`src/rtl/ucb1_mcs_pkg.sv`:
```
`timescale 1ns / 1ps
package ucb1_mcs_pkg;
  localparam int MAX_CHILDREN_DEF = 16;
  localparam int HALF_W = 33;
  localparam int CNT_W = 32;
  localparam int IDX_W = 8;
  localparam int C_W = 16;
  localparam int DVD_W = 48;
  localparam int DIV_STEPS = DVD_W;
  localparam int LN_W = 21;
  localparam int RAD_W = 38;
  localparam int ROOT_W = 20;
  localparam int SQRT_STEPS = 20;
  localparam int TERM_W = 24;
  localparam int SCORE_W = 34;
  localparam logic [C_W-1:0] EXPL_RESET = 16'd410;
  localparam logic [15:0] LN2_Q16 = 16'd45426;
  localparam logic signed [SCORE_W-1:0] ONE_Q16 = 34'sd65536;
  localparam logic signed [SCORE_W-1:0] SCORE_MAX = 34'sh1FFFFFFFF;
endpackage

```
`src/rtl/ucb1_mcs_child_if.sv`:
```
`timescale 1ns / 1ps
interface ucb1_mcs_child_if;
  logic        valid;
  logic        ready;
  logic [32:0] half_reward_sum;
  logic [31:0] visits;
  logic [31:0] parent_visits;
  logic        minimizing;
  logic        explore;
  logic        last_child;
  modport source (output valid, half_reward_sum, visits, parent_visits, minimizing, explore,
                  last_child, input ready);
  modport sink (input valid, half_reward_sum, visits, parent_visits, minimizing, explore,
                last_child, output ready);
endinterface

```
`src/rtl/ucb1_mcs_choice_if.sv`:
```
`timescale 1ns / 1ps
interface ucb1_mcs_choice_if;
  logic       valid;
  logic       ready;
  logic [7:0] chosen_index;
  logic       was_unvisited;
  modport source (output valid, chosen_index, was_unvisited, input ready);
  modport sink (input valid, chosen_index, was_unvisited, output ready);
endinterface

```
`src/rtl/ucb1_mcs_div.sv`:
```
`timescale 1ns / 1ps
module ucb1_mcs_div (
  input  logic        clk,
  input  logic        rst,
  input  logic        start,
  input  logic [47:0] dividend,
  input  logic [31:0] divisor,
  output logic        busy,
  output logic [47:0] quotient
);
  logic [47:0] dvd;
  logic [31:0] rem;
  logic [31:0] dsr;
  logic [5:0]  cnt;
  logic [32:0] shifted;
  logic [32:0] diff;
  logic        ge;
  logic [31:0] rem_next;

  always_comb begin
    shifted = {rem, dvd[47]};
    diff = shifted - {1'b0, dsr};
    ge = shifted >= {1'b0, dsr};
    rem_next = ge ? diff[31:0] : shifted[31:0];
  end

  always_ff @(posedge clk) begin
    if (rst) begin
      busy <= 1'b0;
      cnt <= '0;
    end else if (start) begin
      dvd <= dividend;
      rem <= '0;
      dsr <= divisor;
      cnt <= '0;
      busy <= 1'b1;
    end else if (busy) begin
      dvd <= {dvd[46:0], ge};
      rem <= rem_next;
      cnt <= cnt + 6'd1;
      if (cnt == 6'(ucb1_mcs_pkg::DIV_STEPS - 1)) begin
        busy <= 1'b0;
      end
    end
  end

  assign quotient = dvd;
endmodule

```
`src/rtl/ucb1_mcs_ln.sv`:
```
`timescale 1ns / 1ps
module ucb1_mcs_ln (
  input  logic        clk,
  input  logic        rst,
  input  logic        start,
  input  logic [31:0] x,
  output logic        busy,
  output logic [20:0] ln
);
  typedef enum logic [3:0] {
    L_IDLE  = 4'b0001,
    L_NORM  = 4'b0010,
    L_SQ    = 4'b0100,
    L_SCALE = 4'b1000
  } ln_state_t;

  ln_state_t   state;
  logic [31:0] xs;
  logic [4:0]  shifts;
  logic [30:0] y;
  logic [15:0] frac;
  logic [3:0]  k;
  logic [61:0] sq;
  logic [31:0] t;
  logic [4:0]  p;
  logic [36:0] prod;

  always_comb begin
    sq = 62'(y) * 62'(y);
    t = sq[61:30];
    p = 5'd31 - shifts;
    prod = 37'({p, frac}) * 37'(ucb1_mcs_pkg::LN2_Q16);
  end

  always_ff @(posedge clk) begin
    if (rst) begin
      state <= L_IDLE;
    end else begin
      unique case (state)
        L_IDLE: begin
          if (start) begin
            if (x < 32'd2) begin
              ln <= '0;
            end else begin
              xs <= x;
              shifts <= '0;
              state <= L_NORM;
            end
          end
        end
        L_NORM: begin
          if (xs[31]) begin
            y <= xs[31:1];
            frac <= '0;
            k <= '0;
            state <= L_SQ;
          end else begin
            xs <= {xs[30:0], 1'b0};
            shifts <= shifts + 5'd1;
          end
        end
        L_SQ: begin
          y <= t[31] ? t[31:1] : t[30:0];
          frac <= {frac[14:0], t[31]};
          k <= k + 4'd1;
          if (k == 4'd15) begin
            state <= L_SCALE;
          end
        end
        L_SCALE: begin
          ln <= prod[36:16];
          state <= L_IDLE;
        end
        default: state <= L_IDLE;
      endcase
    end
  end

  assign busy = (state != L_IDLE);
endmodule

```
`src/rtl/ucb1_mcs_sqrt.sv`:
```
`timescale 1ns / 1ps
module ucb1_mcs_sqrt (
  input  logic        clk,
  input  logic        rst,
  input  logic        start,
  input  logic [37:0] rad,
  output logic        busy,
  output logic [19:0] root
);
  logic [37:0] v;
  logic [39:0] res;
  logic [39:0] bitv;
  logic [4:0]  cnt;
  logic [39:0] sum;
  logic        ge;

  always_comb begin
    sum = res + bitv;
    ge = {2'b00, v} >= sum;
  end

  always_ff @(posedge clk) begin
    if (rst) begin
      busy <= 1'b0;
      cnt <= '0;
    end else if (start) begin
      v <= rad;
      res <= '0;
      bitv <= 40'd1 << 38;
      cnt <= '0;
      busy <= 1'b1;
    end else if (busy) begin
      if (ge) begin
        v <= v - sum[37:0];
        res <= (res >> 1) + bitv;
      end else begin
        res <= res >> 1;
      end
      bitv <= bitv >> 2;
      cnt <= cnt + 5'd1;
      if (cnt == 5'(ucb1_mcs_pkg::SQRT_STEPS - 1)) begin
        busy <= 1'b0;
      end
    end
  end

  assign root = res[19:0];
endmodule

```
`src/rtl/ucb1_minimax_child_select.sv`:
```
`timescale 1ns / 1ps
// UCB1 child selector for a minimax tree search.
// The child channel carries one child of a parent per item, in arrival order, with the
// parent's visit count, the side to move, the explore bit and a last-child mark. The
// choice channel returns the selected index and whether it was picked for being unvisited.
// The user writes the exploration weight (cfg_we, cfg_wdata) only while the block is idle;
// the block does not enforce this. A visited child is scored with two 48-step bit-serial
// divisions (mean and radicand, the natural log running beside the first) and a 20-step
// square root, holding the block from acceptance to its result and its return to ready.
// An unvisited, skipped or ignored child is not scored. One item is worked at a time.
// The first unvisited child yields a result at once; otherwise the result comes with the
// last child. A result waits in an output register; the block still takes the next item,
// and holds only if a new result is due while the old one has not been taken.
// Reset clears the parent state and restores the exploration weight to 410.
module ucb1_minimax_child_select #(
  parameter int MAX_CHILDREN = ucb1_mcs_pkg::MAX_CHILDREN_DEF
) (
  input  logic                     clk,
  input  logic                     rst,
  input  logic                     cfg_we,
  input  logic [15:0]              cfg_wdata,
  ucb1_mcs_child_if.sink           child,
  ucb1_mcs_choice_if.source        choice
);
  typedef enum logic [6:0] {
    S_IDLE  = 7'b0000001,
    S_MEAN  = 7'b0000010,
    S_RAD   = 7'b0000100,
    S_ROOT  = 7'b0001000,
    S_MUL   = 7'b0010000,
    S_SCORE = 7'b0100000,
    S_FIN   = 7'b1000000
  } sel_state_t;

  sel_state_t   state;
  logic [15:0]  expl_const;
  logic [7:0]   counter;
  logic [7:0]   best_index;
  logic signed [33:0] best_score;
  logic         done_flag;

  logic [31:0]  visits_q;
  logic         minim;
  logic         expl;
  logic         last;
  logic         unvis;
  logic         active;
  logic [32:0]  mean;
  logic [19:0]  root_q;
  logic [23:0]  term;
  logic signed [33:0] score;

  logic         accept;
  logic         active_in;
  logic         need_in;
  logic         div_start;
  logic [47:0]  div_dividend;
  logic [31:0]  div_divisor;
  logic         div_busy;
  logic [47:0]  quot;
  logic         ln_busy;
  logic [20:0]  ln_val;
  logic         sqrt_start;
  logic         sqrt_busy;
  logic [19:0]  root;
  logic [35:0]  cprod;
  logic [15:0]  c_eff;
  logic signed [34:0] sum35;
  logic signed [33:0] score_next;
  logic signed [33:0] base;
  logic         better;
  logic         unvis_hit;
  logic         has_res;
  logic         stall;
  logic [7:0]   best_index_next;
  logic signed [33:0] best_score_next;
  logic [7:0]   res_index;

  assign accept = child.valid && child.ready;
  assign child.ready = (state == S_IDLE) && !rst;
  assign active_in = !done_flag && (counter < 8'(MAX_CHILDREN));
  assign need_in = active_in && (child.visits != 32'd0);

  always_comb begin
    div_start = 1'b0;
    div_dividend = {child.half_reward_sum, 15'd0};
    div_divisor = child.visits;
    if (accept && need_in) begin
      div_start = 1'b1;
    end
    if (state == S_MEAN && !div_busy && !ln_busy) begin
      div_start = 1'b1;
      div_dividend = {10'd0, ln_val, 17'd0};
      div_divisor = visits_q;
    end
  end

  assign sqrt_start = (state == S_RAD) && !div_busy;

  ucb1_mcs_div u_div (
    .clk(clk), .rst(rst), .start(div_start), .dividend(div_dividend),
    .divisor(div_divisor), .busy(div_busy), .quotient(quot)
  );

  ucb1_mcs_ln u_ln (
    .clk(clk), .rst(rst), .start(accept && need_in), .x(child.parent_visits),
    .busy(ln_busy), .ln(ln_val)
  );

  ucb1_mcs_sqrt u_sqrt (
    .clk(clk), .rst(rst), .start(sqrt_start), .rad(quot[37:0]),
    .busy(sqrt_busy), .root(root)
  );

  always_comb begin
    c_eff = expl ? expl_const : 16'd0;
    cprod = 36'(c_eff) * 36'(root_q);
    sum35 = minim ? ($signed({2'b00, mean}) - $signed({11'd0, term}))
                  : ($signed({2'b00, mean}) + $signed({11'd0, term}));
    if (sum35 > $signed({1'b0, ucb1_mcs_pkg::SCORE_MAX})) begin
      score_next = ucb1_mcs_pkg::SCORE_MAX;
    end else begin
      score_next = sum35[33:0];
    end
    if (counter == 8'd0) begin
      base = minim ? ucb1_mcs_pkg::ONE_Q16 : -ucb1_mcs_pkg::ONE_Q16;
    end else begin
      base = best_score;
    end
    better = minim ? (score < base) : (score > base);
    unvis_hit = active && unvis;
    if (!unvis && better) begin
      best_index_next = counter;
      best_score_next = score;
    end else begin
      best_index_next = (counter == 8'd0) ? 8'd0 : best_index;
      best_score_next = base;
    end
    res_index = active ? best_index_next : best_index;
    has_res = unvis_hit || (last && !done_flag);
    stall = has_res && choice.valid && !choice.ready;
  end

  always_ff @(posedge clk) begin
    if (rst) begin
      expl_const <= ucb1_mcs_pkg::EXPL_RESET;
    end else if (cfg_we) begin
      expl_const <= cfg_wdata;
    end
  end

  always_ff @(posedge clk) begin
    if (rst) begin
      state <= S_IDLE;
      counter <= '0;
      best_index <= '0;
      best_score <= -ucb1_mcs_pkg::ONE_Q16;
      done_flag <= 1'b0;
      choice.valid <= 1'b0;
    end else begin
      if (choice.valid && choice.ready && !(state == S_FIN && has_res)) begin
        choice.valid <= 1'b0;
      end
      unique case (state)
        S_IDLE: begin
          if (accept) begin
            visits_q <= child.visits;
            minim <= child.minimizing;
            expl <= child.explore;
            last <= child.last_child;
            unvis <= (child.visits == 32'd0);
            active <= active_in;
            state <= need_in ? S_MEAN : S_FIN;
          end
        end
        S_MEAN: begin
          if (!div_busy && !ln_busy) begin
            mean <= (|quot[47:33]) ? '1 : quot[32:0];
            state <= S_RAD;
          end
        end
        S_RAD: begin
          if (!div_busy) begin
            state <= S_ROOT;
          end
        end
        S_ROOT: begin
          if (!sqrt_busy) begin
            root_q <= root;
            state <= S_MUL;
          end
        end
        S_MUL: begin
          term <= cprod[35:12];
          state <= S_SCORE;
        end
        S_SCORE: begin
          score <= score_next;
          state <= S_FIN;
        end
        S_FIN: begin
          if (!stall) begin
            if (has_res) begin
              choice.valid <= 1'b1;
              choice.chosen_index <= unvis_hit ? counter : res_index;
              choice.was_unvisited <= unvis_hit;
            end
            if (last) begin
              counter <= '0;
              best_index <= '0;
              best_score <= -ucb1_mcs_pkg::ONE_Q16;
              done_flag <= 1'b0;
            end else if (active) begin
              counter <= counter + 8'd1;
              best_index <= best_index_next;
              best_score <= best_score_next;
              if (unvis) begin
                done_flag <= 1'b1;
              end
            end
            state <= S_IDLE;
          end
        end
        default: state <= S_IDLE;
      endcase
    end
  end
endmodule

```
`src/flat_wrapper.sv`:
```
// flat-port wrapper written by rule: the top's interface ports become plain ports
module ucb1_minimax_child_select_flat 
#(
  parameter int MAX_CHILDREN = ucb1_mcs_pkg::MAX_CHILDREN_DEF
)
  (clk, rst, cfg_we, cfg_wdata, child_valid, child_half_reward_sum, child_visits, child_parent_visits, child_minimizing, child_explore, child_last_child, child_ready, choice_valid, choice_chosen_index, choice_was_unvisited, choice_ready);
  ucb1_mcs_child_if child_i ();
  ucb1_mcs_choice_if choice_i ();
  input  logic clk;
  input  logic rst;
  input  logic cfg_we;
  input  logic [15:0] cfg_wdata;
  input wire logic [$bits(child_i.valid)-1:0] child_valid;
  input wire logic [$bits(child_i.half_reward_sum)-1:0] child_half_reward_sum;
  input wire logic [$bits(child_i.visits)-1:0] child_visits;
  input wire logic [$bits(child_i.parent_visits)-1:0] child_parent_visits;
  input wire logic [$bits(child_i.minimizing)-1:0] child_minimizing;
  input wire logic [$bits(child_i.explore)-1:0] child_explore;
  input wire logic [$bits(child_i.last_child)-1:0] child_last_child;
  output wire logic [$bits(child_i.ready)-1:0] child_ready;
  output wire logic [$bits(choice_i.valid)-1:0] choice_valid;
  output wire logic [$bits(choice_i.chosen_index)-1:0] choice_chosen_index;
  output wire logic [$bits(choice_i.was_unvisited)-1:0] choice_was_unvisited;
  input wire logic [$bits(choice_i.ready)-1:0] choice_ready;
  assign child_i.valid = child_valid;
  assign child_i.half_reward_sum = child_half_reward_sum;
  assign child_i.visits = child_visits;
  assign child_i.parent_visits = child_parent_visits;
  assign child_i.minimizing = child_minimizing;
  assign child_i.explore = child_explore;
  assign child_i.last_child = child_last_child;
  assign child_ready = child_i.ready;
  assign choice_valid = choice_i.valid;
  assign choice_chosen_index = choice_i.chosen_index;
  assign choice_was_unvisited = choice_i.was_unvisited;
  assign choice_i.ready = choice_ready;
  ucb1_minimax_child_select #(.MAX_CHILDREN(MAX_CHILDREN)) u_core (.clk(clk), .rst(rst), .cfg_we(cfg_we), .cfg_wdata(cfg_wdata), .child(child_i), .choice(choice_i));
endmodule
```
`config.mk`:
```
export PLATFORM = sky130hd
export DESIGN_NAME = ucb1_minimax_child_select_flat
export DESIGN_NICKNAME = d
export VERILOG_FILES = /design/src/rtl/ucb1_mcs_pkg.sv /design/src/rtl/ucb1_mcs_child_if.sv /design/src/rtl/ucb1_mcs_choice_if.sv /design/src/rtl/ucb1_mcs_div.sv /design/src/rtl/ucb1_mcs_ln.sv /design/src/rtl/ucb1_mcs_sqrt.sv /design/src/rtl/ucb1_minimax_child_select.sv /design/src/flat_wrapper.sv
export SDC_FILE = /design/constraint.sdc
export NUM_CORES = 2
export LEC_CHECK = 0
export BUFFER_PORTS_ARGS = -buffer_cell sky130_fd_sc_hd__buf_2
export CAP_MARGIN = 20
export CORE_MARGIN = 2
export CORE_UTILIZATION = 40
export CTS_CLUSTER_DIAMETER = 150
export CTS_CLUSTER_SIZE = 40
export DETAILED_ROUTE_END_ITERATION = 10
export GPL_TIMING_DRIVEN = 0
export SLEW_MARGIN = 5
export SYNTH_ARGS = -nofsm -noshare
export SYNTH_HDL_FRONTEND = slang
export SYNTH_SLANG_ARGS = --single-unit
```
`constraint.sdc`:
```
create_clock -name clk -period 21.1 [get_ports clk]
set_clock_uncertainty 0.1 [all_clocks]
set_input_delay 3.165 -clock clk [delete_from_list [all_inputs] [get_ports clk]]
set_output_delay 3.165 -clock clk [all_outputs]
set_load 0.05 [all_outputs]
```
== Yosys cells after proc, flatten, opt, wreduce, memory -nomap -nowiden ==
Index checks and enable logic that the tools add are counted.

* Output and inout bits: 11
* Bits in registers: 568
* Logic and storage cells: 218
* Bits of input ports: 121

* Bitwise operators: 3
* Reduce and logical (&&, ||, !) cells: 58
* Multiply operators: 3
* Muxes and demuxes: 72
* Order comparisons: 7
* Equality and inequality tests: 26
* $add $sub $neg: 12

{| class="wikitable"
|+ Operators by type and width
! operator !! count
|-
| $mux W32 || 6
|-
| $mux W34 || 5
|-
| $mux W48 || 3
|-
| $mux W38 || 3
|-
| $mux W40 || 2
|-
| $pmux W32 S2 || 1
|-
| $mul A31 B31 Y62 || 1
|-
| $mux W31 || 2
|-
| $pmux W31 S2 || 1
|-
| $mux W8 || 7
|-
| $pmux W7 S7 || 1
|-
| $mux W21 || 2
|-
| $mux W7 || 6
|-
| $pmux W21 S2 || 1
|-
| $add A39 B39 Y40 || 1
|-
| $add A40 B39 Y40 || 1
|-
| $ge A38 B40 Y1 || 1
|-
| $mux W39 || 1
|-
| $sub A38 B38 Y38 || 1
|-
| $mul A16 B20 Y36 || 1
|-
| $mul A21 B15 Y36 const B || 1
|-
| $gt A35 B34 Y1 const B || 1
|-
| $mux W35 || 1
|-
| $add A33 B24 Y34 || 1
|-
| 50 further kinds || 130
|}

== Longest topological paths before layout ==
* Depth in word-level cells: 10
* Mapped depth: 34
* Gate-level depth less buffers: 30

== Modules after synthesis ==
From an unflattened synthesis, not the netlist that was laid out.

* Cells, all modules: 7864
* Area, all modules: 76548.4 µm²

{| class="wikitable"
|+ By module, submodules not included
! module !! sequential area each (µm²) !! cells each !! area each (µm²) !! instances
|-
| ucb1_mcs_ln || 3353.2 || 3912 || 37521.0 || 1
|-
| ucb1_minimax_child_select || 6216.0 || 2375 || 22938.2 || 1
|-
| ucb1_mcs_sqrt || 3062.9 || 1030 || 9390.3 || 1
|-
| ucb1_mcs_div || 3503.4 || 547 || 6698.9 || 1
|}

== Least setup slack after synthesis ==
Ideal clock, no wire load.

* Path kind: input to register
* Start: in rst
* End: reg u_core.u_div.dvd[0], in the netlist u_core.u_div.quotient[0] (enable)
* Arrival: 9455 ps
* Required time: 20481 ps
* Setup slack: 11026 ps
* Cell stages on the path: 7
* Library setup time: 519 ps
* Cells stage by stage: nand2b_1 > nor2_1 > nand2_1 > nand2b_1 > clkbuf_1 > nor2_1 > nor2_1

* Longest elaborated chain between the ends: 8

{| class="wikitable"
|+ RTL lines
! item !! line !! RTL
|-
| start: declaration || flat_wrapper.sv:10 || <nowiki>input logic rst;</nowiki>
|-
| $logic_not A1 Y1 || ucb1_minimax_child_select.sv:80 || <nowiki>assign child.ready = (state == S_IDLE) && !rst;</nowiki>
|-
| $logic_and A1 B1 Y1 || ucb1_minimax_child_select.sv:80 ||
|-
| $logic_and A1 B1 Y1 || ucb1_minimax_child_select.sv:79 || <nowiki>assign accept = child.valid && child.ready;</nowiki>
|-
| $logic_and A1 B1 Y1 || ucb1_minimax_child_select.sv:88 || <nowiki>if (accept && need_in) begin</nowiki>
|-
| $mux W1 || ucb1_minimax_child_select.sv:88 ||
|-
| $mux W1 || ucb1_minimax_child_select.sv:91 || <nowiki>if (state == S_MEAN && !div_busy && !ln_busy) begin</nowiki>
|-
| $reduce_bool A2 Y1 (no line) || n/a ||
|-
| $reduce_and A2 Y1 (no line) (*) || n/a ||
|-
| end signal: assignment || ucb1_mcs_div.sv:32 || <nowiki>dvd <= dividend;</nowiki>
|-
| end signal: assignment || ucb1_mcs_div.sv:38 || <nowiki>dvd <= {dvd[46:0], ge};</nowiki>
|-
| end: declaration || ucb1_mcs_div.sv:11 || <nowiki>logic [47:0] dvd;</nowiki>
|}

Mark *: on every way between the ends. The rest lies on a longest branch, timed or not.
A chain may end at the register's enable or synchronous reset.

== Final worst setup path ==
* Start: reg u_core.u_ln.y[12]
* End: reg u_core.u_ln.y[9], data pin

* Longest elaborated chain between the ends: 3

{| class="wikitable"
|+ RTL lines
! item !! line !! RTL
|-
| start: declaration || ucb1_mcs_ln.sv:20 || <nowiki>logic [30:0] y;</nowiki>
|-
| start signal: assignment || ucb1_mcs_ln.sv:53 || <nowiki>y <= xs[31:1];</nowiki>
|-
| start signal: assignment || ucb1_mcs_ln.sv:63 || <nowiki>y <= t[31] ? t[31:1] : t[30:0];</nowiki>
|-
| $mul A31 B31 Y62 || ucb1_mcs_ln.sv:29 || <nowiki>sq = 62'(y) * 62'(y);</nowiki>
|-
| $mux W31 || ucb1_mcs_ln.sv:63 ||
|-
| $pmux W31 S2 || ucb1_mcs_ln.sv:39 || <nowiki>unique case (state)</nowiki>
|}

No other way between the ends.

==> summary.md <==
| Metric | Value |
|---|---|
| Gpl congestion | 0.981 |
| Top delay family on crit path | adder cells |
| Hold WC Path Type | reg2reg |
| CTS tree | built |
| Unique masters post-synth | 95 |
| GR Overflow Total | 0 |
| Hold_buf cts | 0 |
| Top cell by count, worst path | fa_1 |
| RSZ-0062 raised after global routing | no |
| Leakage | around 37 nW |
| WL per Instance | 20.7 um |
| Asr flop ratio synth | 0 |
| # port buffers | 131 |
| CP max FO | 10 |
| Initial drt markers | 4421 |
| # clock sinks | 568 |
| Mapped Cells | 7744 |
| Largest area contributor in the netlist | fa_1 |
| Achievable clock frequency | about 94 MHz |
| Critical path buffers and inverters | 8 |
| Cell Pwr Density | 108 nW/um^2 |
| CTS root buf | clkbuf_16 |
| Final hold slack | 376 ps |
| Hold depth | 2 |
| Final setup vio count | 0 |
| Register area share after synthesis | 0.217 |
| I/O pin cnt | 132 |
| Worst R2R Setup Slack | around 10000 ps |
| Worst Reg2Reg Path Length in Cells | 28 |
| Tcrit/Tclk final | 0.505 |
| Total Power | 8.61 mW |
| Layout area overhead | 6.58% |
| Vias per inst | 5.28 |
| Setup TNS | 0 ps |
| Number of synthesis warnings | 0 |
| Nets | approximately 10000 |
| Commonest cells after routing, fill and taps aside | inv_1, fa_1, nand2_1 |
| Core Region | 185000 sq um |
| Vias | 55100 |
| CP Capture Type | flip-flop |
| Largest net degree at the start of global routing | 42 |
| Clk Latency, worst-skew pair | around 660 ps |
| Final HPWL DP | 179000 um |
| Drt drc | 0 |
| Top post-synthesis cells by area | fa_1, edfxtp_1, ha_1, inv_1, nand2_1 |
| Worst R2R Start | u_core.u_ln.y[12] |
| Row count | 158 |
| Starting Density | 0.402 |
| Syn_area_per_cell | 9.62 sq um |
| Initial antenna violation count | 7 |
| Maximum clock insertion buffer count | 3 |
| Max Cap Violations | 0 |
| Worst Path Arrival | 10940 ps |
| Setup Crit Path Kind | reg2reg |
| Hold_sp | u_core.best_score[16] |
| Commonest non-fill, non-tap cell in the layout | inv_1 |
| Fin. Hold Viols | 0 |
| Startpoint Class | flip-flop |
| Syn_nets | 9687 |
| Crit path time final | 10650 ps |
| Die Y-Extent | 436 um |
| First-pass GRT wire length | about 340000 um |
| Actual slew at the worst max-slew pin | between 1000 and 1500 ps |
| Synth Cell Area | 74500 sq um |
| First-pass iteration count of the detailed router | 6 |
| FF+latch count, synth | roughly 570 |
| Full die area | 190000 sq um |
| PostCTS Resize Cnt | 0 |
| Die width | 436 um |
| Slew Limit Fails | 0 |
| Placed Instances | 10400 |
| Final cell count without fillers | 10400 |
| H-tree levels | 1 |
| Synth top area share | 0.298 |
| Hold endpoint | u_core.best_score[16] |
| Relative slew slack | 0.184 |
| Total wire length | 216000 um |
| CP required | 21390 ps |
| Slowest stage delay, CP | 830 ps |
| Final antenna-violating net count | 0 |
| Number of synthesized flops with an enable pin | 476 |
| Utilization after layout | 0.429 |
| Fraction of layout cells with a size suffix above 1 | 0.0474 |
| Synth Flop Type | edfxtp_1 |
| GRT Resource Usage Total | 0.227 |
| Clock Pin Slew Worst Setup and Hold Paths | 150 ps |
| Setup Buffers After CTS | 0 |
| Outcome | finished clean |
| Crit-path slowest cell | clkbuf_1 |
| Peak VDD IR | ~0.19 mV |
| Crit Reg-Reg Endpoint | u_core.u_ln.y[9] |
| Vias in the first global route | 56200 |
| Total CTS buffers | 20 |
[stage by stage]
step	cell area [sq um]	setup WS, ps
global route	79400	10130
global placement	78300	5140
CTS	79400	10630
finish	79400	10450
floorplan	74500	11030
detailed placement	78700	10690
[logic make-up after synthesis]
| group | Yosys count | synth area share |
|---|---|---|
| buf+inv | 1902 | 0.0969 |
| flops | 568 | 0.217 |
| compound gates | 998 | 0.0877 |
| fa+ha+maj | 1822 | 0.418 |
| simple gates | 2084 | 0.135 |
| xor+xnor | 263 | 0.0313 |
| mux | 107 | 0.0150 |
[synth_stat cells, drive strengths merged, types with 8 or more instances]
cell type,number
inv,1607
fa,1110
nand2,791
ha,712
edfxtp,476
nor2,382
o21ai,263
clkbuf,258
and2,244
a21oi,236
and3,144
xnor2,141
xor2,122
a21o,104
dfxtp,92
nor3,87
nand3,75
nand2b,73
a31oi,69
mux2i,67
or2,66
nor2b,65
nand4,52
a211oi,42
mux2,40
nor4,37
buf,34
o21bai,31
a22o,26
o21a,26
o211ai,23
a211o,22
o31ai,21
or3,16
a31o,15
a21boi,13
and4,13
nand3b,12
a2111oi,9
a32o,9
o221ai,9
a221o,8
a311o,8
nor4b,8
[area by class of cell]
cell class | instances | area, sq um
fillers | 18100 | 106000
multi-input cells | 5274 | 51200
flip-flops and latches | 568 | 16100
inverters | 1610 | 6040
well taps | 2480 | 3100
plain buffers | 292 | 1180
repair buffers | 157 | 985
clock buffers | 25 | 519
clock inverters | 11 | 174
diodes | 7 | 17.5
[power by group]
| part | total [mW] | switching [mW] | internal [mW] | leakage [nW] |
|---|---|---|---|---|
| sequential | 1.44 | 0.0744 | 1.37 | 5.03 |
| combinational | 6.57 | 4.03 | 2.53 | 31.8 |
| clock | 0.597 | 0.391 | 0.206 | 0.331 |
| total | 8.61 | 4.50 | 4.11 | 37.1 |
[how the worst max path moves through the flow]
| stage | start | end | slack, ps | depth (start not counted) |
|---|---|---|---|---|
| 4_1_cts | u_core.u_ln.y[12] | u_core.u_ln.y[5] | 10630 | 31 |
| 3_5_place_dp | u_core.u_ln.y[12] | u_core.u_ln.y[9] | 10690 | 31 |
| 5_1_grt | u_core.u_ln.y[12] | u_core.u_ln.y[5] | 10130 | 31 |
| 3_3_place_gp | rst | u_core.u_div.rem[12] | 5140 | 8 |
| 6_report | u_core.u_ln.y[12] | u_core.u_ln.y[9] | 10450 | 28 |
| 2_1_floorplan | rst | u_core.u_div.quotient[0] | 11030 | 7 |
[worst min-delay path: stages, from the launching register on]
cell	delay, ps
dfxtp_1	340
inv_1	50
a22oi_1	60
[state kept, by name (all words and copies together) (netlist names), 32 cells and up]
| name | flops |
|---|---|
| u_core.best_score | 34 |
| u_core.mean | 33 |
| u_core.score | 34 |
| u_core.u_div.dsr | 32 |
| u_core.u_div.quotient | 48 |
| u_core.u_div.rem | 32 |
| u_core.u_ln.xs | 32 |
| u_core.u_sqrt.res | 40 |
| u_core.u_sqrt.v | 38 |
| u_core.visits_q | 32 |
[routing by layer]
layer / wire [um] / track usage / vias to the layer above
li1: - / - / 25100
met1: 96100 / 0.327 / 27800
met2: 96700 / 0.356 / 1833
met3: 16600 / 0.0383 / 255
met4: 6070 / 0.0539 / 0
met5: 0 / 0 / -
(Power assumes the default switching activity.)
